### config.mk
export PLATFORM = sky130hd
export DESIGN_NAME = room_allocation_scheduler
export DESIGN_NICKNAME = d
export VERILOG_FILES = /design/src/rtl/ras_pkg.sv /design/src/rtl/room_allocation_scheduler.sv /design/src/rtl/ras_ctrl.sv /design/src/rtl/ras_datapath.sv
export SDC_FILE = /design/constraint.sdc
export NUM_CORES = 2
export LEC_CHECK = 0
export BUFFER_PORTS_ARGS = -buffer_cell sky130_fd_sc_hd__buf_2
export CAP_MARGIN = 20
export CELL_PAD_IN_SITES_DETAIL_PLACEMENT = 0
export CELL_PAD_IN_SITES_GLOBAL_PLACEMENT = 1
export CORE_MARGIN = 10
export CORE_UTILIZATION = 49
export DETAILED_ROUTE_END_ITERATION = 6
export GPL_ROUTABILITY_DRIVEN = 0
export PLACE_DENSITY = 0.78
export SYNTH_ARGS = -nofsm -noshare
export SYNTH_HDL_FRONTEND = slang
export SYNTH_SLANG_ARGS = --single-unit
### constraint.sdc
create_clock -name i_clk -period 7.55 [get_ports i_clk]
set_input_delay 1.1325 -clock i_clk [delete_from_list [all_inputs] [get_ports i_clk]]
set_output_delay 1.1325 -clock i_clk [all_outputs]
set_load 0.05 [all_outputs]
### src/rtl/ras_pkg.sv
// ----------------------------------------------------------------------------
// ras_pkg
// Shared widths, limits, register map and controller/datapath interface types
// for the room allocation scheduler.
// ----------------------------------------------------------------------------
package ras_pkg;

    // field widths
    localparam int TIME_W  = 32;
    localparam int FREE_W  = 48;
    localparam int COUNT_W = 16;
    localparam int ROOM_W  = 4;
    localparam int RC_W    = 5;
    localparam int ENTRY_W = FREE_W + COUNT_W;

    // saturation limits
    localparam logic [FREE_W-1:0]  FREE_MAX  = '1;
    localparam logic [COUNT_W-1:0] COUNT_MAX = '1;

    // register file
    localparam int                 APB_ADDR_W     = 3;
    localparam int                 APB_DATA_W     = 32;
    localparam logic               REG_ROOM_COUNT = 1'b0;
    localparam logic [RC_W-1:0]    ROOM_COUNT_RST = 5'd16;

    // commands from the controller to the datapath
    typedef struct packed {
        logic load;      // latch the accepted meeting, restart the scan
        logic issue;     // scan phase: read the next room entry
        logic write;     // commit the chosen room and build the result
        logic out_load;  // move the result into the output register
    } t_cmd;

    // status from the datapath to the controller
    typedef struct packed {
        logic scan_done; // every room entry read and folded in
        logic out_free;  // output register can take a new result
    } t_status;

endpackage

### src/rtl/room_allocation_scheduler.sv
// ----------------------------------------------------------------------------
// room_allocation_scheduler
// Meeting room allocator: each meeting takes the lowest free room, or the
// room that frees earliest with a delay, and the busiest room is reported.
//
//   channel   direction  handshake           payload
//   meeting   in         i_valid / o_stall   start_time, end_time, last_meeting
//   result    out        o_valid / i_stall   assigned_room .. batch_done
//   config    in         APB psel/penable    room_count at address 0
//
// For each meeting the scan reads one room entry a cycle from the single-port
// room table, then the chosen room's entry is written back.
// The result waits in an output register while the next meeting is taken.
// Synchronous active-low reset; no clearing pass, per-entry valid bits are
// dropped at once on reset and after the last meeting of a batch.
// ----------------------------------------------------------------------------
module room_allocation_scheduler #(
    parameter int MAX_ROOMS = 16
) (
    input  logic                            i_clk,
    input  logic                            i_rst_n,
    // meeting channel
    input  logic                            i_valid,
    output logic                            o_stall,
    input  logic [ras_pkg::TIME_W-1:0]      i_start_time,
    input  logic [ras_pkg::TIME_W-1:0]      i_end_time,
    input  logic                            i_last_meeting,
    // result channel
    output logic                            o_valid,
    input  logic                            i_stall,
    output logic [ras_pkg::ROOM_W-1:0]      o_assigned_room,
    output logic                            o_was_delayed,
    output logic [ras_pkg::ROOM_W-1:0]      o_busiest_room,
    output logic [ras_pkg::COUNT_W-1:0]     o_busiest_count,
    output logic                            o_order_error,
    output logic                            o_batch_done,
    // configuration port
    input  logic                            psel,
    input  logic                            penable,
    input  logic                            pwrite,
    input  logic [ras_pkg::APB_ADDR_W-1:0]  paddr,
    input  logic [ras_pkg::APB_DATA_W-1:0]  pwdata,
    output logic [ras_pkg::APB_DATA_W-1:0]  prdata,
    output logic                            pready
);
    import ras_pkg::*;

    t_cmd            w_cmd;
    t_status         w_status;
    logic            w_busy;
    logic [RC_W-1:0] r_room_count;
    logic            w_sel_rc;

    // register decode
    assign w_sel_rc = (paddr[2] == REG_ROOM_COUNT);
    assign pready   = 1'b1;
    assign prdata   = w_sel_rc ? APB_DATA_W'(r_room_count) : '0;

    // room count register
    always_ff @(posedge i_clk) begin
        if (!i_rst_n) begin
            r_room_count <= ROOM_COUNT_RST;
        end else if (psel && penable && pwrite && pready && w_sel_rc) begin
            r_room_count <= pwdata[RC_W-1:0];
        end
    end

    assign o_stall = w_busy;

    // controller
    ras_ctrl u_ctrl (
        .i_clk      (i_clk),
        .i_rst_n    (i_rst_n),
        .i_in_valid (i_valid),
        .i_status   (w_status),
        .o_cmd      (w_cmd),
        .o_busy     (w_busy)
    );

    // datapath
    ras_datapath #(
        .MAX_ROOMS (MAX_ROOMS)
    ) u_datapath (
        .i_clk           (i_clk),
        .i_rst_n         (i_rst_n),
        .i_cmd           (w_cmd),
        .o_status        (w_status),
        .i_room_count    (r_room_count),
        .i_start_time    (i_start_time),
        .i_end_time      (i_end_time),
        .i_last_meeting  (i_last_meeting),
        .i_out_stall     (i_stall),
        .o_out_valid     (o_valid),
        .o_assigned_room (o_assigned_room),
        .o_was_delayed   (o_was_delayed),
        .o_busiest_room  (o_busiest_room),
        .o_busiest_count (o_busiest_count),
        .o_order_error   (o_order_error),
        .o_batch_done    (o_batch_done)
    );

endmodule

### src/rtl/ras_ctrl.sv
// ----------------------------------------------------------------------------
// ras_ctrl
// Sequencer for one meeting: accept, scan all rooms, write back, hand the
// result to the output register.
// ----------------------------------------------------------------------------
module ras_ctrl (
    input  logic             i_clk,
    input  logic             i_rst_n,
    input  logic             i_in_valid,
    input  ras_pkg::t_status i_status,
    output ras_pkg::t_cmd    o_cmd,
    output logic             o_busy
);
    import ras_pkg::*;

    typedef enum logic [3:0] {
        S_IDLE  = 4'b0001,
        S_SCAN  = 4'b0010,
        S_WRITE = 4'b0100,
        S_DONE  = 4'b1000
    } t_state;

    t_state r_state;
    t_state n_state;

    // state register
    always_ff @(posedge i_clk) begin
        if (!i_rst_n) begin
            r_state <= S_IDLE;
        end else begin
            r_state <= n_state;
        end
    end

    // next state and commands
    always_comb begin
        n_state        = r_state;
        o_cmd          = '0;
        case (r_state)
            S_IDLE: begin
                if (i_in_valid) begin
                    o_cmd.load = 1'b1;
                    n_state    = S_SCAN;
                end
            end
            S_SCAN: begin
                o_cmd.issue = 1'b1;
                if (i_status.scan_done) begin
                    n_state = S_WRITE;
                end
            end
            S_WRITE: begin
                o_cmd.write = 1'b1;
                n_state     = S_DONE;
            end
            S_DONE: begin
                if (i_status.out_free) begin
                    o_cmd.out_load = 1'b1;
                    n_state        = S_IDLE;
                end
            end
            default: begin
                n_state = S_IDLE;
            end
        endcase
    end

    assign o_busy = (r_state != S_IDLE);

endmodule

### src/rtl/ras_datapath.sv
// ----------------------------------------------------------------------------
// ras_datapath
// Room table memory with per-entry valid bits, scan trackers for the first
// free room, the earliest-freeing room and the busiest room, the write-back
// arithmetic and the output register.
// ----------------------------------------------------------------------------
module ras_datapath #(
    parameter int MAX_ROOMS = 16
) (
    input  logic                      i_clk,
    input  logic                      i_rst_n,
    input  ras_pkg::t_cmd             i_cmd,
    output ras_pkg::t_status          o_status,
    input  logic [ras_pkg::RC_W-1:0]  i_room_count,
    input  logic [ras_pkg::TIME_W-1:0] i_start_time,
    input  logic [ras_pkg::TIME_W-1:0] i_end_time,
    input  logic                      i_last_meeting,
    input  logic                      i_out_stall,
    output logic                      o_out_valid,
    output logic [ras_pkg::ROOM_W-1:0] o_assigned_room,
    output logic                      o_was_delayed,
    output logic [ras_pkg::ROOM_W-1:0] o_busiest_room,
    output logic [ras_pkg::COUNT_W-1:0] o_busiest_count,
    output logic                      o_order_error,
    output logic                      o_batch_done
);
    import ras_pkg::*;

    localparam int IDX_W = (MAX_ROOMS > 1) ? $clog2(MAX_ROOMS) : 1;
    localparam int CNT_W = IDX_W + 1;

    // room table
    logic [ENTRY_W-1:0]   mem [MAX_ROOMS];
    logic [MAX_ROOMS-1:0] r_valid;

    // latched meeting
    logic [TIME_W-1:0]  r_start;
    logic [TIME_W-1:0]  r_len;
    logic               r_last;
    logic               r_order_err;
    logic [TIME_W-1:0]  r_prev_start;

    // scan pipeline
    logic [CNT_W-1:0]   r_idx;
    logic               r_rd_vld;
    logic [IDX_W-1:0]   r_rd_idx;
    logic [ENTRY_W-1:0] r_rd_data;
    logic               r_rd_ev;

    // scan trackers
    logic               r_found;
    logic [IDX_W-1:0]   r_pf_idx;
    logic [COUNT_W-1:0] r_pf_ct;
    logic [IDX_W-1:0]   r_e_idx;
    logic [FREE_W-1:0]  r_e_ft;
    logic [COUNT_W-1:0] r_e_ct;
    logic [IDX_W-1:0]   r_b_idx;
    logic [COUNT_W-1:0] r_b_ct;

    // finished result
    logic [IDX_W-1:0]   r_res_room;
    logic               r_res_delayed;
    logic [IDX_W-1:0]   r_res_best;
    logic [COUNT_W-1:0] r_res_best_ct;

    // output register
    logic               r_out_valid;
    logic [ROOM_W-1:0]  r_out_room;
    logic               r_out_delayed;
    logic [ROOM_W-1:0]  r_out_best;
    logic [COUNT_W-1:0] r_out_best_ct;
    logic               r_out_order_err;
    logic               r_out_done;

    logic [CNT_W-1:0]   w_rooms;
    logic               w_rd_go;
    logic [FREE_W-1:0]  w_ft;
    logic [COUNT_W-1:0] w_ct;
    logic               w_first;
    logic [IDX_W-1:0]   w_pick;
    logic [COUNT_W-1:0] w_pick_ct;
    logic [FREE_W-1:0]  w_base;
    logic [FREE_W:0]    w_sum;
    logic [FREE_W-1:0]  w_fin;
    logic [COUNT_W-1:0] w_new_ct;
    logic [IDX_W-1:0]   w_best;
    logic [COUNT_W-1:0] w_best_ct;

    // rooms in use: zero acts as one, clamp to the built capacity
    always_comb begin
        if (i_room_count == '0) begin
            w_rooms = CNT_W'(1);
        end else if (int'(i_room_count) > MAX_ROOMS) begin
            w_rooms = CNT_W'(MAX_ROOMS);
        end else begin
            w_rooms = CNT_W'(i_room_count);
        end
    end

    assign w_rd_go            = i_cmd.issue && (r_idx != w_rooms);
    assign o_status.scan_done = (r_idx == w_rooms) && !r_rd_vld;
    assign o_status.out_free  = !r_out_valid || !i_out_stall;

    // entry seen by the scan, unwritten entries read as zero
    assign w_ft    = r_rd_ev ? r_rd_data[ENTRY_W-1:COUNT_W] : '0;
    assign w_ct    = r_rd_ev ? r_rd_data[COUNT_W-1:0] : '0;
    assign w_first = (r_rd_idx == '0);

    // accept: latch fields, order check, meeting length
    always_ff @(posedge i_clk) begin
        if (i_cmd.load) begin
            r_start     <= i_start_time;
            r_len       <= (i_end_time > i_start_time) ? (i_end_time - i_start_time) : '0;
            r_last      <= i_last_meeting;
            r_order_err <= (i_start_time < r_prev_start);
        end
    end

    // previous start, cleared after the last meeting
    always_ff @(posedge i_clk) begin
        if (!i_rst_n) begin
            r_prev_start <= '0;
        end else if (i_cmd.load) begin
            r_prev_start <= i_last_meeting ? '0 : i_start_time;
        end
    end

    // scan address counter and read-valid pipe
    always_ff @(posedge i_clk) begin
        if (!i_rst_n) begin
            r_rd_vld <= 1'b0;
            r_idx    <= '0;
        end else begin
            r_rd_vld <= w_rd_go;
            if (i_cmd.load) begin
                r_idx <= '0;
            end else if (w_rd_go) begin
                r_idx <= r_idx + CNT_W'(1);
            end
        end
    end

    // registered memory read
    always_ff @(posedge i_clk) begin
        if (w_rd_go) begin
            r_rd_data <= mem[r_idx[IDX_W-1:0]];
            r_rd_ev   <= r_valid[r_idx[IDX_W-1:0]];
            r_rd_idx  <= r_idx[IDX_W-1:0];
        end
    end

    // fold one entry into the trackers
    always_ff @(posedge i_clk) begin
        if (r_rd_vld) begin
            if (w_first) begin
                r_found  <= (w_ft <= FREE_W'(r_start));
                r_pf_idx <= '0;
                r_pf_ct  <= w_ct;
                r_e_idx  <= '0;
                r_e_ft   <= w_ft;
                r_e_ct   <= w_ct;
                r_b_idx  <= '0;
                r_b_ct   <= w_ct;
            end else begin
                if (!r_found && (w_ft <= FREE_W'(r_start))) begin
                    r_found  <= 1'b1;
                    r_pf_idx <= r_rd_idx;
                    r_pf_ct  <= w_ct;
                end
                if (w_ft < r_e_ft) begin
                    r_e_idx <= r_rd_idx;
                    r_e_ft  <= w_ft;
                    r_e_ct  <= w_ct;
                end
                if (w_ct > r_b_ct) begin
                    r_b_idx <= r_rd_idx;
                    r_b_ct  <= w_ct;
                end
            end
        end
    end

    // chosen room, new free time and new count
    assign w_pick    = r_found ? r_pf_idx : r_e_idx;
    assign w_pick_ct = r_found ? r_pf_ct : r_e_ct;
    assign w_base    = r_found ? FREE_W'(r_start) : r_e_ft;
    assign w_sum     = {1'b0, w_base} + (FREE_W + 1)'(r_len);
    assign w_fin     = w_sum[FREE_W] ? FREE_MAX : w_sum[FREE_W-1:0];
    assign w_new_ct  = (w_pick_ct == COUNT_MAX) ? w_pick_ct : (w_pick_ct + COUNT_W'(1));

    // busiest room after the increment of the chosen room
    always_comb begin
        w_best    = r_b_idx;
        w_best_ct = r_b_ct;
        if (w_pick == r_b_idx) begin
            w_best_ct = w_new_ct;
        end else if (w_new_ct > r_b_ct) begin
            w_best    = w_pick;
            w_best_ct = w_new_ct;
        end else if ((w_new_ct == r_b_ct) && (w_pick < r_b_idx)) begin
            w_best = w_pick;
        end
    end

    // room table write-back
    always_ff @(posedge i_clk) begin
        if (i_cmd.write) begin
            mem[w_pick] <= {w_fin, w_new_ct};
        end
    end

    // entry valid bits, all dropped after the last meeting
    always_ff @(posedge i_clk) begin
        if (!i_rst_n) begin
            r_valid <= '0;
        end else if (i_cmd.write) begin
            if (r_last) begin
                r_valid <= '0;
            end else begin
                r_valid[w_pick] <= 1'b1;
            end
        end
    end

    // hold the finished result
    always_ff @(posedge i_clk) begin
        if (i_cmd.write) begin
            r_res_room    <= w_pick;
            r_res_delayed <= !r_found;
            r_res_best    <= w_best;
            r_res_best_ct <= w_best_ct;
        end
    end

    // output register valid
    always_ff @(posedge i_clk) begin
        if (!i_rst_n) begin
            r_out_valid <= 1'b0;
        end else if (i_cmd.out_load) begin
            r_out_valid <= 1'b1;
        end else if (!i_out_stall) begin
            r_out_valid <= 1'b0;
        end
    end

    // output register payload
    always_ff @(posedge i_clk) begin
        if (i_cmd.out_load) begin
            r_out_room      <= ROOM_W'(r_res_room);
            r_out_delayed   <= r_res_delayed;
            r_out_best      <= ROOM_W'(r_res_best);
            r_out_best_ct   <= r_res_best_ct;
            r_out_order_err <= r_order_err;
            r_out_done      <= r_last;
        end
    end

    assign o_out_valid     = r_out_valid;
    assign o_assigned_room = r_out_room;
    assign o_was_delayed   = r_out_delayed;
    assign o_busiest_room  = r_out_best;
    assign o_busiest_count = r_out_best_ct;
    assign o_order_error   = r_out_order_err;
    assign o_batch_done    = r_out_done;

endmodule

# --- After elaboration in Yosys (flattened, before gate mapping) ---
# Memory sizes are Yosys's and may differ from the RTL's. A register that Yosys moved wholly into a read port is not among the register bits.
# Cells that the tools add are included.
classes:
  shifts: 0
  n_eq_ne: 14
  div: 0
  bitwise: 3
  addsub: 4
  magnitude_cmp: 11
  muxes: 48
  mul: 0
  reduce_logical: 23
ops:
  columns: ["op", "n"]
  rows:
  - ["2-to-1 mux 48 bit", 5]
  - ["2-to-1 mux 16 bit", 12]
  - ["adder 48 x 32 -> 49 bit", 1]
  - ["less-or-equal comparator 48 x 32 -> 1 bit", 1]
  - ["less-than comparator 48 bit", 1]
  - ["2-to-1 mux 4 bit", 10]
  - ["greater-than comparator 16 bit", 2]
  - ["greater-than comparator 32 bit", 1]
  - ["less-than comparator 32 bit", 1]
  - ["2-to-1 mux 32 bit", 1]
  - ["subtractor 32 bit", 1]
  - ["adder 16 x 1 -> 16 bit, second input constant", 1]
  - ["equality test 16 bit", 1]
  - ["equality test 16 bit, second input constant", 1]
  - ["bitwise OR 16 bit", 1]
  - ["case mux 4 bit (4 select lines)", 1]
  - ["2-to-1 mux 5 bit", 3]
  - ["2-to-1 mux 1 bit", 14]
  - ["less-than comparator 4 x 5 -> 1 bit, second input constant", 2]
  - ["logical AND 1 bit", 8]
  - ["!= test 2 x 1 -> 1 bit, second input constant", 3]
  - ["AND reduction 2 bit", 3]
  - ["nonzero test 2 bit", 3]
  - ["adder 5 x 1 -> 5 bit, second input constant", 1]
  - ["21 further kinds", 25]
word_totals:
  output_inout_bits: 62
  latchBits: 0
  mem_bits_ro: 0
  n_memories: 1
  mem_bits_rw: 1024
  word_cells: 135
  reg_bits: 296
  in_bits: 107
mem_list:
  columns: ["name", "words", "word_bits", "read_ports", "rd_clocked_by_memory_dff", "write_ports", "line_no", "source"]
  rows:
  - ["u_datapath.mem", 16, 64, 1, 1, 1, "ras_datapath.sv:33", "logic [ENTRY_W-1:0] mem [MAX_ROOMS];"]

# --- Longest topological paths before layout ---
logic_depth:
  ltp_word: 8
  mapped_depth: 20
  ltp_nobuf: 16

# --- Hierarchy ---
# From an unflattened synthesis, not the netlist that was laid out.
unflattened:
  cells_unflattened: 3426
  area_unflattened_um2: 59399.5
modules_own_cells:
  columns: ["module", "seq_area_each_um2", "area_each_um2", "cells_per_inst", "n_inst"]
  rows:
  - ["ras_datapath", 40739.1, 58686.3, 3342, 1]
  - ["room_allocation_scheduler", 100.1, 479.2, 58, 1]
  - ["ras_ctrl", 80.1, 234.0, 26, 1]

# --- Least setup slack after synthesis ---
# OpenSTA, ideal clock, no wires.
synth_timing:
  path_type: "register to register"
  start: "reg u_datapath.r_rd_ev"
  end: "reg u_datapath.r_e_ct[0] (enable)"
  setup_time_ns: 0.595
  n_path_buf: 2
  slack_ns: -0.117
  stages_incl_launch_ff: 13
  required_ns: 6.955
  arrival_ns: 7.072
  period_less_slack_ns: 7.667
  cell_sequence: "edfxtp_1 > clkbuf_1 > clkbuf_1 > and2_1 > ha_1 > a21o_1 > a21oi_1 > nor2b_1 > o21ai_0 > a21oi_1 > a211oi_1 > o311ai_0 > o31ai_1"
synth_between:
  elab_chain_len: 4
synth_lines:
  columns: ["item", "line_no", "source"]
  rows:
  - ["start: declaration", "ras_datapath.sv:48", "logic r_rd_ev;"]
  - ["start signal: assignment", "ras_datapath.sv:147", "r_rd_ev <= r_valid[r_idx[IDX_W-1:0]];"]
  - ["2-to-1 mux 48 bit", "ras_datapath.sv:105", "assign w_ft = r_rd_ev ? r_rd_data[ENTRY_W-1:COUNT_W] : '0;"]
  - ["net u_datapath.w_ft[9]", "ras_datapath.sv:77", "logic [FREE_W-1:0] w_ft;"]
  - ["less-than comparator 48 bit", "ras_datapath.sv:170", "if (w_ft < r_e_ft) begin"]
  - ["nonzero test 2 bit (no source line)", null, null]
  - ["AND reduction 2 bit (no source line)", null, null]
  - ["end signal: assignment", "ras_datapath.sv:161", "r_e_ct <= w_ct;"]
  - ["end signal: assignment", "ras_datapath.sv:173", "r_e_ct <= w_ct;"]
  - ["end: declaration", "ras_datapath.sv:56", "logic [COUNT_W-1:0] r_e_ct;"]
# The timed path passes the listed nets, and every way through them passes these cells.
# A chain may end at the register's enable or synchronous reset.

# --- Final worst setup path ---
layout_timing:
  start: "reg u_datapath.r_found"
  end: "reg u_datapath.r_res_best_ct[2], data pin"
layout_between:
  elab_chain_len: 6
  elab_cells_between_ends: 9
layout_lines:
  columns: ["item", "line_no", "source"]
  rows:
  - ["start: declaration", "ras_datapath.sv:51", "logic r_found;"]
  - ["start signal: assignment", "ras_datapath.sv:156", "r_found <= (w_ft <= FREE_W'(r_start));"]
  - ["2-to-1 mux 16 bit (*)", "ras_datapath.sv:185", "assign w_pick_ct = r_found ? r_pf_ct : r_e_ct;"]
  - ["adder 16 x 1 -> 16 bit / equality test 16 bit (equally long branches)", "ras_datapath.sv:189", "assign w_new_ct = (w_pick_ct == COUNT_MAX) ? w_pick_ct : (w_pick_ct + COUNT_W'(1));"]
  - ["2-to-1 mux 16 bit (*)", "ras_datapath.sv:189", null]
  - ["net u_datapath.w_new_ct[6]", "ras_datapath.sv:85", "logic [COUNT_W-1:0] w_new_ct;"]
  - ["greater-than comparator 16 bit (*)", "ras_datapath.sv:197", "end else if (w_new_ct > r_b_ct) begin"]
  - ["2-to-1 mux 16 bit (*)", "ras_datapath.sv:197", null]
  - ["2-to-1 mux 16 bit (*)", "ras_datapath.sv:195", "if (w_pick == r_b_idx) begin"]
  - ["net u_datapath.w_best_ct[2]", "ras_datapath.sv:87", "logic [COUNT_W-1:0] w_best_ct;"]
  - ["end signal: assignment", "ras_datapath.sv:231", "r_res_best_ct <= w_best_ct;"]
  - ["end: declaration", "ras_datapath.sv:64", "logic [COUNT_W-1:0] r_res_best_ct;"]
# The timed path passes the listed nets; every way through them passes the cells marked *.

==> results by stage <==
Run status:
- The flow ran to the end, and the final reports show no timing, DRC or antenna violations.

Logic synthesis:
- The post-synthesis area per instance is 17.3 um2.
- The xor and xnor area share after synthesis is 0.0109.
- The fraction of synthesized cell area taken by the top area cell type is 0.665.
- By area the synthesized netlist is led by sky130_fd_sc_hd__edfxtp_1 67%, sky130_fd_sc_hd__mux4_2 12%, sky130_fd_sc_hd__ha_1 4.5%.
- Yosys mapped a number of flops with a built-in enable equal to 1320.
- The fraction of the mapped netlist area in simple logic gates is 0.0496.
- In the synthesized netlist the async set-or-reset flop fraction comes to 0.
- By area, the combinational part of the netlist is dominated by multiplexers.
- The share of the Yosys chip area taken by registers is 0.687.
- After synthesis, the netlist uses 85 different library cells.
- In the synthesized netlist, the number of instances is 3452.
- The register bit total from synthesis is 1384.
- Measured against the total synthesized area, the mux share comes to 0.131.
- For this run, the number of Yosys warnings is 0.
- The share of the synthesized area in compound gates (AO/OA/AOI/OAI) is 0.0515.
- Of the total synthesized cell area, the portion taken by full adders, half adders and majority gates is 0.0452.
- The dominant register cell in the synthesized netlist is sky130_fd_sc_hd__edfxtp_1.
- The top cell type by total area after synthesis is sky130_fd_sc_hd__edfxtp_1.
- The post-synth design cell area is 59600 um2.

GRT:
- The via count of the first global-routing pass is 31960.
- Summed over all layers, the global routing overflow is 0.
- The number of antenna violations at the first check in global routing is 2.
- The first-pass GRT wire length is 207000 um.
- The global-route usage over all layers is 0.202.
- Entering global routing, the biggest net connects 92 pins.

STA:
- For this run, the top clock speed supported by timing is 183 MHz.
- Of the available clock period, the critical path in the final layout requires 0.723.
- The number of hold violations in the final report came to 0.
- Setup repair after global routing left no endpoint under its margin.
- The final number of max-transition violations is 0.
- The final period demand of the worst path is 5460 ps.
- Measured against its own limit, the worst slew margin works out to 0.250.
- Setup violations remaining at the end of the flow were counted as 0.
- The total negative setup slack is 0 ps.
- For the pin with the worst max-slew slack, the measured transition is 1120 ps.
- Across all hold checks on the routed design, the worst slack comes to 417 ps.
- The worst-case clock skew is 23.7 ps.

Layout:
- The share of the core filled with cells in the final layout is 0.555.
- In the layout the commonest cells are 1320 x sky130_fd_sc_hd__edfxtp_1, 326 x sky130_fd_sc_hd__mux4_2, 212 x sky130_fd_sc_hd__ha_1.
- Of the cells placed in the final design, the portion with a size suffix greater than 1 is 0.213.
- In the final design database the tool counted 3972 nets.
- The fill cell instance count of the final layout is 9267.
- The area taken by flip-flops and latches is 40900 um2.
- The commonest non-fill, non-tap cell in the layout is sky130_fd_sc_hd__edfxtp_1.
- The area taken by multi-input logic gates is 17500 um2.
- Compared with the post-synthesis result, the final layout area differs by 12.0%.

Power:
- The net switching share of the total power is 0.229.
- The share of power burned in registers is 0.524.
- The internal power of the cells totals 0.0130 W.
- The part of the total power dissipated in combinational logic is 0.078.
- Of the total power, the clock network draws 0.398.
- The maximum VDD drop is 0.000229 V.
- The power dissipated by switching net loads is 0.00386 W.
- The leakage power is 22.5 nW.
- The ratio of total power to cell area is 253 nW/um2.

Clock network:
- The TritonCTS clock tree is done.
- The number of hold buffers added after CTS is 0.
- The number of levels in the clock H-tree is 4.
- The maximum count of clock buffers along a single path is 3.
- The clock latency reported for the late side of the worst-skew pair is 770 ps.
- The cell sitting at the root of the clock tree is a sky130_fd_sc_hd__clkbuf_16.
- After clock tree synthesis, the setup repair step added 0 buffers.
- The number of cells upsized or downsized after cts is 0.
- The number of clock sinks is 1384.
- After clock tree synthesis, the clock-pin slew on the worst setup and hold paths is 60 ps.
- The number of buffers inserted during clock tree synthesis is 139.

Route:
- The detailed router placed 31938 vias in this run.
- The post-detailed-route DRC marker count is 0.
- The initial DRC count is 3634.
- The per-cell via count in the routed design is 5.94.
- The routed length on met1 is 59800 um.
- The average wire length per cell after detail routing is 25.6 um.
- The number of detailed-route iterations in the first pass is 6.
- After detailed routing, the met2 layer carries 63300 um of wire.
- The highest routing layer actually used is met4.
- The detailed route wirelength on metal3 is 11900 um.
- The post-detailed-routing wire length is 137000 um.
- The number of routed nets with antenna violations is 0.

Die:
- The number of core rows is 127.
- For this design the top-level I/O count stands at 169.
- The die covers 136000 um2.
- The effective utilization at floorplan is 0.495.
- The chip height is 369 um.
- The die span in x is 369 um.
- The placeable core area is 120000 um2.

Hold path:
- The startpoint of the tightest hold check path is u_datapath.r_res_best_ct[15].
- The end point of the worst hold path is u_datapath.o_busiest_count[15].
- In this run the worst hold path is classified as reg -> reg.
- The worst hold path was traced through 0 stages.

Worst setup path:
- STA classifies the critical path startpoint as a flip-flop.
- The critical path endpoint category is a flip-flop.
- The class of the most critical setup path is reg -> reg.
- For the worst setup path, the data arrival time is 5970 ps.
- The data required time at the worst endpoint is 8060 ps.
- The depth of the worst register-to-register path is 16.
- The reg-to-reg critical path startpoint is u_datapath.r_found.
- The highest fanout seen on the critical path is 34.
- The critical path starts at u_datapath.r_found.
- The worst reg2reg path endpoint is u_datapath.r_res_best_ct[2].
- For flop-to-flop paths, the worst setup slack is 2090 ps.

Job:
- Across the run, the number of max-cap violations was 0.

Place:
- In this run the tool buffered the top-level ports with 111 buffer cells.
- The HPWL reported at the end of detailed placement is 81200 um.
==> layer usage <==
layer | up-vias | GRT usage
met2 | 1395 | 0.308
li1 | 14017 | -
met5 | - | 0
met4 | 0 | 0.0517
met1 | 16354 | 0.295
met3 | 172 | 0.0438
==> kinds of logic (layout without fill, tap and decap cells) <==
family	Yosys count	in the layout
compound gates	470	470
xor+xnor	73	73
fa+ha+maj	214	214
buf+inv	343	628
flops	1384	1384
mux	371	371
other cells	2	30
simple gates	595	595
==> state kept, by name, indices dropped and copies added (netlist names), 5 cells and up <==
register / count
r_room_count: 5
u_datapath.mem: 1024
u_datapath.o_busiest_count: 16
u_datapath.r_b_ct: 16
u_datapath.r_e_ct: 16
u_datapath.r_e_ft: 48
u_datapath.r_idx: 5
u_datapath.r_len: 32
u_datapath.r_pf_ct: 16
u_datapath.r_prev_start: 32
u_datapath.r_rd_data: 64
u_datapath.r_res_best_ct: 16
u_datapath.r_start: 32
u_datapath.r_valid: 16
==> synth_stat cells, types with 4 or more instances <==
library cell and number:
sky130_fd_sc_hd__edfxtp_1 1320, sky130_fd_sc_hd__mux4_2 326, sky130_fd_sc_hd__ha_1 212, sky130_fd_sc_hd__inv_1 183
sky130_fd_sc_hd__nand2_1 172, sky130_fd_sc_hd__o21ai_0 126, sky130_fd_sc_hd__nor2_1 115, sky130_fd_sc_hd__a21oi_1 108
sky130_fd_sc_hd__clkbuf_1 84, sky130_fd_sc_hd__and2_1 73, sky130_fd_sc_hd__a21o_1 68, sky130_fd_sc_hd__dfxtp_1 64
sky130_fd_sc_hd__nand4_1 44, sky130_fd_sc_hd__nand3_1 43, sky130_fd_sc_hd__xor2_1 41, sky130_fd_sc_hd__o21a_1 40
sky130_fd_sc_hd__nor3_1 32, sky130_fd_sc_hd__buf_4 31, sky130_fd_sc_hd__nor2b_1 31, sky130_fd_sc_hd__xnor2_1 31
sky130_fd_sc_hd__mux2_2 27, sky130_fd_sc_hd__buf_2 25, sky130_fd_sc_hd__mux2i_1 18, sky130_fd_sc_hd__nand2b_1 18
sky130_fd_sc_hd__and3_1 17, sky130_fd_sc_hd__buf_1 15, sky130_fd_sc_hd__a31oi_1 13, sky130_fd_sc_hd__o211ai_1 13
sky130_fd_sc_hd__nor4_1 12, sky130_fd_sc_hd__a211o_1 10, sky130_fd_sc_hd__o21bai_1 10, sky130_fd_sc_hd__a211oi_1 9
sky130_fd_sc_hd__nand3b_1 9, sky130_fd_sc_hd__or3_1 9, sky130_fd_sc_hd__a21boi_0 7, sky130_fd_sc_hd__o21ai_1 6
sky130_fd_sc_hd__a211oi_2 5, sky130_fd_sc_hd__o31ai_1 5, sky130_fd_sc_hd__or2_2 5, sky130_fd_sc_hd__a31o_2 4
sky130_fd_sc_hd__nor3b_1 4
==> metrics by stage <==
step	setup WS [ps]	cells	area, um2	total power, W
after floorplan	2000	3478	59700	0.00988
after global placement	2220	5116	62200	0.0103
after detailed placement	2170	5116	62200	0.0103
after CTS	2080	5369	66700	0.0170
after global routing	1700	5375	66700	0.0175
final	2090	5377	66700	0.0169
==> power groups by stage <==
stage	sequential [W]	clock [W]	combinational, W
after floorplan	0.00895	0	0.000926
after global placement	0.00900	0	0.00127
after detailed placement	0.00899	0	0.00130
after CTS	0.00883	0.00684	0.00131
after global routing	0.00884	0.00715	0.00146
final	0.00884	0.00672	0.00132
==> critical path, cell delays in order, from the launching register on <==
cell	delay [ps]
sky130_fd_sc_hd__edfxtp_1	350
sky130_fd_sc_hd__buf_4	400
sky130_fd_sc_hd__mux2i_1	200
sky130_fd_sc_hd__inv_1	90
sky130_fd_sc_hd__ha_1	160
sky130_fd_sc_hd__nor2b_1	360
sky130_fd_sc_hd__nand3_2	260
sky130_fd_sc_hd__and2_4	250
sky130_fd_sc_hd__nor2b_1	150
sky130_fd_sc_hd__xnor2_2	690
sky130_fd_sc_hd__ha_1	390
sky130_fd_sc_hd__a21o_1	160
sky130_fd_sc_hd__a21oi_1	150
sky130_fd_sc_hd__a21boi_0	190
sky130_fd_sc_hd__o21ai_0	320
sky130_fd_sc_hd__nand2_1	570
sky130_fd_sc_hd__mux2_2	490
==> worst max path at each step <==
stage / to / slack, ps / cells past startpoint
after floorplan: u_datapath.r_e_ct[0] / 2000 / 12
after global placement: u_datapath.r_res_best_ct[5] / 2220 / 16
after detailed placement: u_datapath.r_res_best_ct[2] / 2170 / 16
after CTS: u_datapath.r_res_best_ct[2] / 2080 / 16
after global routing: u_datapath.r_res_best_ct[3] / 1700 / 16
final: u_datapath.r_res_best_ct[2] / 2090 / 16
==> cell type report <==
class / count / share of cell area
repair buffers: 190 / 0.0177
clock buffers: 176 / 0.0547
multi-input cells: 1751 / 0.262
well taps: 1612 / 0.0302
diodes: 2 / 0.0000750
flip-flops and latches: 1384 / 0.613
inverters: 185 / 0.0104
clock inverters: 77 / 0.0118
Power figures use the tool's default switching activity.
